--- config.mk ---
export PLATFORM = sky130hd
export DESIGN_NAME = ctsm_queue
export DESIGN_NICKNAME = d
export VERILOG_FILES = /design/src/sv/ctsm_pkg.sv /design/src/sv/ctsm_queue.sv
export SDC_FILE = /design/constraint.sdc
export NUM_CORES = 1
export LEC_CHECK = 0
export BUFFER_PORTS_ARGS = -buffer_cell sky130_fd_sc_hd__buf_2
export CAP_MARGIN = 10
export CORE_MARGIN = 2
export CORE_UTILIZATION = 56
export DETAILED_ROUTE_END_ITERATION = 8
export PLACE_DENSITY_LB_ADDON = 0.3
export SETUP_SLACK_MARGIN = 0.05
export SLEW_MARGIN = 40
export SYNTH_ARGS = -nofsm -noshare
export SYNTH_HDL_FRONTEND = slang
export SYNTH_SLANG_ARGS = --single-unit
--- constraint.sdc ---
create_clock -name i_clk -period 2.3 [get_ports i_clk]
set_input_delay 0.345 -clock i_clk [delete_from_list [all_inputs] [get_ports i_clk]]
set_output_delay 0.345 -clock i_clk [all_outputs]
set_load 0.1 [all_outputs]
--- src/sv/ctsm_pkg.sv ---
`default_nettype none
package ctsm_pkg;

    localparam int SHIFT_W     = 24;
    localparam int TURN_W      = 20;
    localparam int PATH_W      = 48;
    localparam int SUM_W       = 56;
    localparam int PATH_ROW_W  = 3 * PATH_W;
    localparam int MOT_ROW_W   = 2 * SHIFT_W + TURN_W;
    localparam int RADIUS_DEF  = 50;
    localparam int RADIUS_MAX  = 63;
    localparam int PADDR_MAX_W = $clog2(2 * RADIUS_MAX + 1);
    localparam int MADDR_MAX_W = $clog2(RADIUS_MAX + 1);
    localparam int AGE_MAX_W   = $clog2(RADIUS_MAX + 1);
    localparam int QUEUE_DEPTH = 4;

    typedef struct packed {
        logic signed [SHIFT_W-1:0] shift_x;
        logic signed [SHIFT_W-1:0] shift_y;
        logic signed [TURN_W-1:0]  turn;
        logic                      final_frame;
    } t_in;

    typedef struct packed {
        logic signed [SHIFT_W-1:0] fixed_x;
        logic signed [SHIFT_W-1:0] fixed_y;
        logic signed [TURN_W-1:0]  fixed_turn;
        logic                      end_of_run;
    } t_out;

    typedef struct packed {
        logic [PADDR_MAX_W-1:0] phead;
        logic [MADDR_MAX_W-1:0] mhead;
        logic [AGE_MAX_W-1:0]   age;
        logic [AGE_MAX_W-1:0]   back;
        logic                   last;
    } t_job;

    typedef struct packed {
        logic busy;
        logic empty;
        logic full;
    } t_flow;

    typedef enum logic {
        F_IDLE,
        F_ISSUE
    } t_front_state;

    typedef enum logic [2:0] {
        B_IDLE,
        B_SUM,
        B_TAIL,
        B_LOAD,
        B_DIV,
        B_FIX
    } t_back_state;

endpackage
`default_nettype wire

--- src/sv/ctsm_queue.sv ---
`default_nettype none
module ctsm_queue (
    input  wire logic          i_clk,
    input  wire logic          i_rst_n,
    input  wire logic          i_push,
    input  wire ctsm_pkg::t_job i_job,
    input  wire logic          i_pop,
    output ctsm_pkg::t_job     o_job,
    output logic               o_empty,
    output logic               o_full
);
    import ctsm_pkg::*;

    localparam int QAW = $clog2(QUEUE_DEPTH);

    t_job           r_slot [QUEUE_DEPTH];
    logic [QAW-1:0] r_wp;
    logic [QAW-1:0] r_rp;
    logic [QAW:0]   r_fill;

    assign o_empty = (r_fill == '0);
    assign o_full  = (r_fill == (QAW+1)'(QUEUE_DEPTH));
    assign o_job   = r_slot[r_rp];

    always_ff @(posedge i_clk) begin
        if (i_push) begin
            r_slot[r_wp] <= i_job;
        end
        if (!i_rst_n) begin
            r_wp   <= '0;
            r_rp   <= '0;
            r_fill <= '0;
        end else begin
            if (i_push) begin
                r_wp <= r_wp + 1'b1;
            end
            if (i_pop) begin
                r_rp <= r_rp + 1'b1;
            end
            r_fill <= r_fill + (QAW+1)'(i_push) - (QAW+1)'(i_pop);
        end
    end
endmodule
`default_nettype wire

; ---- Yosys cells after proc, flatten, opt, wreduce, memory -nomap -nowiden
; Memories as Yosys holds them, arrays and structs flattened. A register that Yosys moved wholly into a read port is not among the register bits.
; Index checks and enable logic that the tools add are counted.
[totals]
n_memories = 1
register_bits = 7
output_inout_bits = 28
ram_bits = 104
inputBits = 30
[memory_table]
columns = memory, depth, word_bits, rd, rd_ports_with_merged_regs, write_ports, line_no
row1 = r_slot, 4, 26, 1, 1, 1, ctsm_queue.sv:16  ; t_job r_slot [QUEUE_DEPTH];
[classes]
muxes = 4
n_eq_ne = 1
add_sub_neg = 4
reduce_logical = 1
[ops]
columns = op, count
row1 = "2-bit by 1-bit adder with 2-bit output, second input constant", 2
row2 = 2-bit two-way mux, 2
row3 = 3-bit by 1-bit adder with 3-bit output, 1
row4 = "3-bit equality test, second input constant", 1
row5 = 3-bit zero test, 1
row6 = 3-bit by 1-bit subtractor with 3-bit output, 1
row7 = 1-bit two-way mux, 2

; ---- Logic depth before layout (Yosys ltp)
; Gate-level depths: netlist of run 1.
[logic_depth]
word_depth = 3
mapped_depth = 7

; ---- Least setup slack after synthesis of run 1
; OpenSTA, ideal clock, no wires.
[synth_timing]
path_type = reg-to-output
from = register r_fill[1]
to = output o_empty
required_time_ns = 1.955
path_stages_with_launch = 2
arrival_time_ns = 2.385
path_slack_ns = -0.430
cell_sequence = dfxtp_1 nor3_1
[synth_via]
elab_chain_cells = 1
[synth_rtl]
columns = item, line_no
row1 = from (decl), ctsm_queue.sv:19  ; logic [QAW:0] r_fill;
row2 = from (signal assigned), ctsm_queue.sv:40  ; r_fill <= r_fill + (QAW+1)'(i_push) - (QAW+1)'(i_pop);
row3 = 3-bit zero test, ctsm_queue.sv:21  ; assign o_empty = (r_fill == '0);
row4 = to (decl), ctsm_queue.sv:9  ; output logic o_empty,
; No other way between the ends.

==> run_results.csv, run 1 <==
group,metric,value,unit
synth,yosys.area.top_type,"edfxtp_1",
die,start_util,58.2,%
cts,cts_resized,8,
power_and_ir_drop,finalPower,6.24,mW
setup_path,worst-setup-path-type,"reg2out",
power_and_ir_drop,cellPowerDensity,1120,nW/um^2
cts,htreeDepth,4,
grt,grt_pass1_wl,11200,um
cts,cts_buffer_depth,2,
synth,yosysTopAreaCellShare,73.7,%
status,status,"completed",
cts,cts_hold_buf,0,
detailed_routing,wl_per_cell,19.4,um
synth,synth.avg_cell_area,23.7,um^2
synth,synth_ff_type,"edfxtp_1",
cells_and_area,layout-drive-gt1-share,43.7,%
grt,grt_max_degree,24,
synth,synth.cell_area,4240,um^2
detailed_routing,wl,7170,um
setup_path,path_common_cell,"buf_6",
timing,final.period_utilization,97.1,%
timing,grt_setup_unrepaired,"yes",
timing,final_max_slew_viol_count,0,
setup_path,path_max_fanout,9,
placed_design,dp_slack,0.516,ns
timing,tightest_slew,0.493,ns
synth,synth_cell_type_count,21,
timing,slew_headroom,67.4,%
synth,ys_top_cells_by_count,"104 x edfxtp_1, 20 x mux4_2, 9 x dfxtp_1",
timing,fin_ws,0.0657,ns
synth,synth.net_count,216,
die,die_h,91.0,um
detailed_routing,vias,2016,
synth,synth_area_leaders,"edfxtp_1 74%, mux4_2 11%, dfxtp_1 4.2%",
setup_path,critPathLaunchType,"flop",
cts,clock-root-buffer,"clkbuf_8",
detailed_routing,dr.pass1.iters,4,
detailed_routing,postRouteAntennaNets,0,
timing,fin_crit,2.23,ns
placed_design,gp_congestion,0.692,
power_and_ir_drop,vdd_drop_max,717,uV
setup_path,cp_num_buf_inv,2,
timing,hold_slack,0.0506,ns
die,die_w,91.0,um
synth,ys_async_sr_fraction,0,%
grt,antenna_found_initial,0,
cells_and_area,stdcell_count,369,
synth,yosys_warnings,0,
synth,seq_area_frac_synth,77.9,%
synth,yosysMostFrequentCell,"edfxtp_1",
power_and_ir_drop,p_leak,2.01,nW
cts,cts_sinks,113,
timing,fmax,0.448,GHz
timing,finalHoldViolCount,0,
die,fp-row-count,31,
grt,overflow,0,
flow_run,cap_viol_max_count,0,
detailed_routing,remaining_drc_errors,0,
setup_path,critPathArrivalTime,1.89,ns
setup_path,slowest_delay,0.62,ns
die,io_pins,58,
detailed_routing,drt_iter0_markers,151,
detailed_routing,vias_per_cell,5.46,
timing,setup_violations,0,
setup_path,worstPathRequired,1.96,ns
cts,tritoncts,"yes",
cts,cts_made_buffers,17,
placed_design,post-place-cells,337,
worst_hold_path,hold_class,"in2reg",
cells_and_area,final_nets,294,
placed_design,dp_hpwl,4330,um
setup_path,cp_cell_sequence,"buf_6, mux4_1, buf_6",
cells_and_area,nFillCells,408,
cts,clk_pin_slew,0.05,ns
synth,postSynthCellCount,179,
cts,clk_latency,0.51,ns
grt,grt_pass1_vias,2141,
synth,synth_edf_count,104,
grt,grt_util_all_layers,19.0,%
synth,synth_seq_cells,113,
cells_and_area,areaGrowthSynthToFinish,31.9,%
setup_path,critPathCaptureType,"primary output",
cells_and_area,n_antenna_cell,0,
timing,skew,0.00837,ns
cts,cts_setup_buffers,0,
die,core,7290,um^2
placed_design,io_buffers,57,
setup_path,crit_path_top_delay_cell,"mux4_1",
setup_path,critPathTopFamily,"multiplexers",
die,dieArea,8280,um^2
cell usage in the layout (no fill, tap or decap), drive strengths merged, types with 2 or more instances in the layout:
master and count:
dfxtp 9, mux4 26, inv 7, and2 6, buf 65, edfxtp 104
ha 6, clkinv 8, bufinv 4, xnor2 2, nor2 5, clkbuf 19
power breakdown:
part           switching, mW  internal (mW)
Combinational          0.837          0.435
Clock                  0.826           1.74
Sequential            0.0434           2.36
worst reg2reg max path, stage by stage, from the launching register on:
cell	delay, ns
dfxtp_1	0.36
inv_1	0.07
ha_1	0.27
inv_1	0.04
ha_1	0.18
fa_1	0.36
xor3_1	0.20
nor2_1	0.04
final cells by class:
type | instances | area [um^2] | share of cell area (%)
clock inverters | 13 | 168 | 3.00
well taps | 99 | 124 | 2.21
repair buffers | 65 | 712 | 12.7
inverters | 7 | 26.3 | 0.470
clock buffers | 19 | 422 | 7.54
multi-input cells | 53 | 838 | 15.0
flip-flops and latches | 113 | 3300 | 59.1
registers in the layout, summed over array words and instances, names as in the netlist, named ones only:
name and count:
r_fill 3, r_rp 2, r_slot 104, r_wp 2
worst paths after layout:
| kind | startpoint | endpoint | slack, ns | cells past startpoint |
|---|---|---|---|---|
| max reg2reg | r_fill[0] | r_fill[2] | 0.66 | 7 |
| max | flop | o_job[23] | 0.07 | 3 |
| min reg2reg | r_rp[0] | r_rp[1] | 0.58 | 2 |
| min | i_job[25] | r_slot[3][25] | 0.05 | 1 |
metrics by stage:
| step | utilization, % | area [um^2] | setup TNS (ns) |
|---|---|---|---|
| 3_3_place_gp | 68.3 | 4980 | 0 |
| 3_5_place_dp | 68.3 | 4980 | 0 |
| 5_1_grt | 76.7 | 5590 | -0.00964 |
| 4_1_cts | 76.7 | 5590 | 0 |
| 2_1_floorplan | - | 4250 | 0 |
| 6_report | 76.7 | 5590 | 0 |
routing by layer:
metal / wire length (um) / track usage [%] / vias to the layer above
met5: 0 / 0 / -
met4: 64 / 7.58 / 0
met3: 383 / 7.88 / 8
met2: 3790 / 30.4 / 72
met1: 2940 / 23.1 / 1041
li1: - / - / 895
kinds of logic after synthesis:
family	synth area share [%]
flip-flops	77.9
multiplexers	14.6
AND/OR/NAND/NOR	1.77
buffers and inverters	2.18
adder cells (fa/ha/maj)	2.24
XOR/XNOR	0.974
AO/OA/AOI/OAI	0.354
Power figures use the tool's default switching activity.
==> inputs of run 2 (changes only) <==
==> constraint.sdc (replaced) <==
create_clock -name i_clk -period 2.3 [get_ports i_clk]
set_input_delay 0.345 -clock i_clk [delete_from_list [all_inputs] [get_ports i_clk]]
set_output_delay 0.345 -clock i_clk [all_outputs]
set_load 0.02 [all_outputs]
==> run 2 against run 1 <==
- cell area is 5.9% lower
- sequential share of layout area up 3.7 points
- utilization decreased by 4.5 points
- combinational power down 57%
- largest power group is now registers
- worst hold slack improved by 0.0055 ns
- critical path type unchanged
- worst setup slack better by 0.087 ns
- sequential cell count unchanged
==> run_results.csv, run 2 (synthesis results as in run 1) <==
group,metric,value,unit
power_and_ir_drop,p_leak,1.90,nW
detailed_routing,wl_per_cell,19.7,um
cts,cts_made_buffers,17,
setup_path,worst-setup-path-type,"reg2out",
cells_and_area,final_core_util,72.2,%
setup_path,worstPathRequired,1.96,ns
die,io_pins,58,
placed_design,io_buffers,57,
setup_path,critPathArrivalTime,1.80,ns
cts,cts_sinks,113,
grt,grt_max_degree,27,
detailed_routing,vias_per_cell,5.34,
power_and_ir_drop,cellPowerDensity,1020,nW/um^2
cells_and_area,final_cell_mix,"104 x edfxtp_1, 57 x buf_2, 20 x mux4_2",
cells_and_area,mostFrequentLayoutCell,"edfxtp_1",
detailed_routing,dr.pass1.iters,5,
status,status,"completed",
cts,clock-root-buffer,"clkbuf_8",
timing,final.period_utilization,93.4,%
timing,setup_violations,0,
power_and_ir_drop,vdd_drop_max,622,uV
grt,grt_pass1_wl,11400,um
detailed_routing,postRouteAntennaNets,0,
cells_and_area,n_antenna_cell,0,
timing,grt_setup_unrepaired,"no",
cells_and_area,nFillCells,452,
die,start_util,58.2,%
flow_run,cap_viol_max_count,0,
placed_design,dp_hpwl,4600,um
placed_design,post-place-cells,338,
setup_path,critPathLaunchType,"flop",
cells_and_area,final_area,5270,um^2
die,die_h,91.0,um
placed_design,dpl_cell_area,4690,um^2
detailed_routing,remaining_drc_errors,0,
setup_path,path_max_fanout,6,
power_and_ir_drop,finalPower,5.36,mW
timing,tightest_slew,0.438,ns
detailed_routing,wl,7310,um
detailed_routing,vias,1982,
grt,overflow,0,
timing,final_max_slew_viol_count,0,
timing,fin_ws,0.153,ns
cells_and_area,reg.largest.list,"r_slot: 104 flops, r_fill: 3 flops",
cts,clk_latency,0.50,ns
placed_design,dp_slack,0.429,ns
grt,grt_pass1_vias,2126,
cells_and_area,areaGrowthSynthToFinish,24.2,%
timing,fmax,0.466,GHz
timing,skew,0.00440,ns
timing,finalHoldViolCount,0,
worst_hold_path,hold_class,"in2reg",
setup_path,cp_cell_sequence,"buf_4, mux4_2, buf_2",
cts,cts_buffer_depth,2,
setup_path,critPathCaptureType,"primary output",
cells_and_area,final_nets,296,
cts,clk_pin_slew,0.05,ns
cells_and_area,largest-register,"r_slot",
timing,tns,0,ns
die,dieArea,8280,um^2
cts,tritoncts,"yes",
timing,slew_headroom,70.8,%
cells_and_area,stdcell_count,371,
grt,grt_util_all_layers,19.4,%
die,fp-row-count,31,
grt,antenna_found_initial,0,
die,core,7290,um^2
timing,fin_crit,2.15,ns
cells_and_area,layout-drive-gt1-share,43.0,%
cells_and_area,largest_register_ffs,104,
setup_path,crit_path_top_delay_cell,"mux4_2",
die,die_w,91.0,um
placed_design,gp_congestion,0.712,
setup_path,slowest_delay,0.54,ns
setup_path,reg2reg_slack,0.70,ns
timing,hold_slack,0.0561,ns
detailed_routing,drt_iter0_markers,108,
cts,htreeDepth,4,
==> run 2: layout make-up <==
| type | instances | area (um^2) | share of cell area, % |
|---|---|---|---|
| clock inverters | 3 | 16.3 | 0.309 |
| clock buffers | 29 | 551 | 10.5 |
| multi-input cells | 53 | 845 | 16.0 |
| well taps | 99 | 124 | 2.35 |
| flip-flops and latches | 113 | 3310 | 62.8 |
| repair buffers | 67 | 398 | 7.56 |
| inverters | 7 | 26.3 | 0.499 |
==> run 2: what timing repair did <==
action                                  CTS  global route
endpoints found under the setup margin   19             0
hold buffers                              0             0
endpoints found under the hold margin     0             0
buffers inserted                          1             0
gates resized for setup                   1             0
==> run 2: final timing paths <==
check | startpoint | endpoint | cells past startpoint
worst max-delay path | flop | o_job[18] | 3
worst min-delay path | i_job[20] | r_slot[0][20] | 1
worst max register to register | r_wp[0] | r_slot[2][14] | 4
worst min register to register | r_rp[1] | flop | 2
==> run 2: where the power goes <==
part / switching, mW / internal (mW) / leakage [nW]
clock network: 0.816 / 1.59 / 0.284
registers: 0.0414 / 2.36 / 1.03
logic: 0.298 / 0.252 / 0.590
total: 1.16 / 4.20 / 1.90
==> run 2: critical path, delay by kind of cell (launching register included) <==
kind	cells	cell delay, ns
buf+inv	2	0.38
flops	1	0.38
mux	1	0.54
==> run 2: metal layers <==
metal,vias up,global-route usage (%),wire length [um]
li1,899,-,-
met4,0,7.83,92
met1,1023,21.4,2910
met5,-,0,0
met3,8,7.39,343
met2,52,33.8,3960
==> inputs of run 3 (changes only) <==
--- a/config.mk
+++ b/config.mk
@@ -6,9 +6,9 @@
 export NUM_CORES = 1
 export LEC_CHECK = 0
 export BUFFER_PORTS_ARGS = -buffer_cell sky130_fd_sc_hd__buf_2
-export CAP_MARGIN = 10
 export CORE_MARGIN = 2
-export CORE_UTILIZATION = 56
+export CORE_UTILIZATION = 59
+export CTS_BUF_LIST = sky130_fd_sc_hd__clkbuf_2
 export DETAILED_ROUTE_END_ITERATION = 8
 export PLACE_DENSITY_LB_ADDON = 0.3
 export SETUP_SLACK_MARGIN = 0.05
==> run 3 against run 2 <==
- register-to-register slack lost 0.02 ns
- critical endpoint is now o_job[17]
- utilization grew 5.1 points
- critical path type unchanged
- via count grew 5.4%
- power shrank 22%
- critical path depth is the same
- cell count grew 6.5%
- count of clock-buffer cells in the layout shrank 11
==> run_results.csv, run 3 (synthesis results as in run 1) <==
group,metric,value,unit
cts,clock-root-buffer,"clkbuf_2",
setup_path,slowest_delay,0.51,ns
detailed_routing,vias,2090,
power_and_ir_drop,finalPower,4.18,mW
cts,htreeDepth,4,
cells_and_area,nFillCells,392,
setup_path,worst-path-stages,3,
timing,fin_crit,2.21,ns
placed_design,dpl_cell_area,4640,um^2
grt,grt_pass1_vias,2228,
grt,antenna_found_initial,0,
cells_and_area,layout-drive-gt1-share,41.5,%
cells_and_area,mostFrequentLayoutCell,"edfxtp_1",
timing,tightest_slew,0.399,ns
cells_and_area,largest-register,"r_slot",
setup_path,critPathCaptureType,"primary output",
power_and_ir_drop,cellPowerDensity,786,nW/um^2
detailed_routing,vias_per_cell,5.29,
detailed_routing,dr.pass1.iters,4,
cts,cts_buffer_depth,2,
power_and_ir_drop,p_leak,1.90,nW
flow_run,cap_viol_max_count,0,
timing,final_max_slew_viol_count,0,
status,status,"completed",
timing,grt_setup_unrepaired,"yes",
setup_path,cp_num_buf_inv,2,
timing,tns,0,ns
timing,slew_headroom,73.4,%
placed_design,io_buffers,57,
cells_and_area,n_antenna_cell,0,
cts,clk_latency,0.61,ns
setup_path,reg2reg_slack,0.68,ns
timing,final.period_utilization,95.9,%
setup_path,critPathArrivalTime,1.86,ns
grt,overflow,0,
detailed_routing,remaining_drc_errors,0,
timing,setup_violations,0,
grt,grt_util_all_layers,21.1,%
die,start_util,61.7,%
timing,finalHoldViolCount,0,
die,io_pins,58,
timing,fmax,0.453,GHz
placed_design,dp_hpwl,4150,um
setup_path,rr_worst_depth,7,
cells_and_area,areaGrowthSynthToFinish,25.3,%
setup_path,critPathTopFamily,"multiplexers",
setup_path,cp_cell_sequence,"clkbuf_16, mux4_2, buf_6",
setup_path,crit_path_top_delay_cell,"mux4_2",
cts,cts_made_buffers,17,
placed_design,gp_congestion,0.709,
detailed_routing,wl,7600,um
grt,grt_pass1_wl,11400,um
grt,grt_max_degree,27,
die,core,6870,um^2
setup_path,r2r-end,"r_fill[2]",
cts,cts_sinks,113,
die,fp-row-count,30,
cells_and_area,final_nets,323,
setup_path,critPathLaunchType,"flop",
die,dieArea,7880,um^2
cts,clk_pin_slew,0.15,ns
worst_hold_path,hold_class,"in2reg",
timing,hold_slack,0.0844,ns
cells_and_area,reg.largest.list,"r_slot: 104 flops, r_fill: 3 flops",
detailed_routing,drt_iter0_markers,125,
setup_path,r2r_start,"r_fill[0]",
cells_and_area,final_area,5310,um^2
setup_path,worst-setup-path-type,"reg2out",
setup_path,critical_path.endpoint,"o_job[17]",
setup_path,worstPathRequired,1.96,ns
die,die_w,88.8,um
detailed_routing,wl_per_cell,19.2,um
power_and_ir_drop,vdd_drop_max,465,uV
cells_and_area,largest_register_ffs,104,
detailed_routing,postRouteAntennaNets,0,
cells_and_area,final_cell_mix,"104 x edfxtp_1, 31 x buf_2, 27 x dlygate4sd3_1",
setup_path,path_max_fanout,5,
timing,skew,0.0204,ns
die,die_h,88.8,um
cts,tritoncts,"yes",
==> run 3: stage by stage <==
step / setup WS [ns] / std cells / utilization (%)
after detailed placement: 0.553 / 334 / 67.6
after global placement: 0.543 / 334 / 67.6
after floorplan: 0.717 / 179 / -
after global routing: -0.0433 / 395 / 77.4
final: 0.0937 / 395 / 77.4
after CTS: -0.0114 / 395 / 76.7
==> run 3: final cells by class <==
class,count,area [um^2],area share [%]
Multi-Input combinational cell,53,822,15.5
Clock buffer,18,90.1,1.70
Inverter,7,26.3,0.494
Timing Repair Buffer,94,848,16.0
Tap cell,96,120,2.26
Clock inverter,14,100,1.88
Sequential cell,113,3310,62.2
==> run 3: worst reg2reg max path: stages (launching register included) <==
cell and delay, ns:
dfxtp_1 0.36, inv_1 0.05, ha_1 0.26, inv_1 0.04, ha_1 0.19, fa_1 0.38
xor3_1 0.21, nor2_1 0.04
==> run 3: worst min path at each step <==
stage               startpoint            to  cells after the start
global route             i_pop       r_rp[1]                      3
CTS                     i_push       r_wp[1]                      3
global placement       r_rp[1]       r_rp[1]                      2
finish                   i_pop       r_rp[0]                      3
detailed placement     r_rp[0]       r_rp[1]                      2
floorplan             i_job[0]  r_slot[0][0]                      0
==> run 3: report_power, final <==
| part | internal (mW) | total, mW | switching (mW) |
|---|---|---|---|
| registers | 2.36 | 2.40 | 0.0443 |
| clock network | 0.368 | 1.07 | 0.699 |
| logic | 0.374 | 0.708 | 0.334 |
| total | 3.10 | 4.18 | 1.08 |
==> run 3: metal layers <==
layer / track usage (%) / wire (um)
met5: 0 / 0
met4: 8.54 / 142
met3: 6.16 / 313
met2: 35.2 / 4020
met1: 26.2 / 3120
==> run 3: what timing repair did <==
action / CTS / global route
hold endpoints to repair: 106 / 0
hold buffers: 27 / 0
cloned: 1 / 1
buffers inserted: 1 / 0
setup endpoints to repair: 26 / 26
resized for setup: 46 / 20
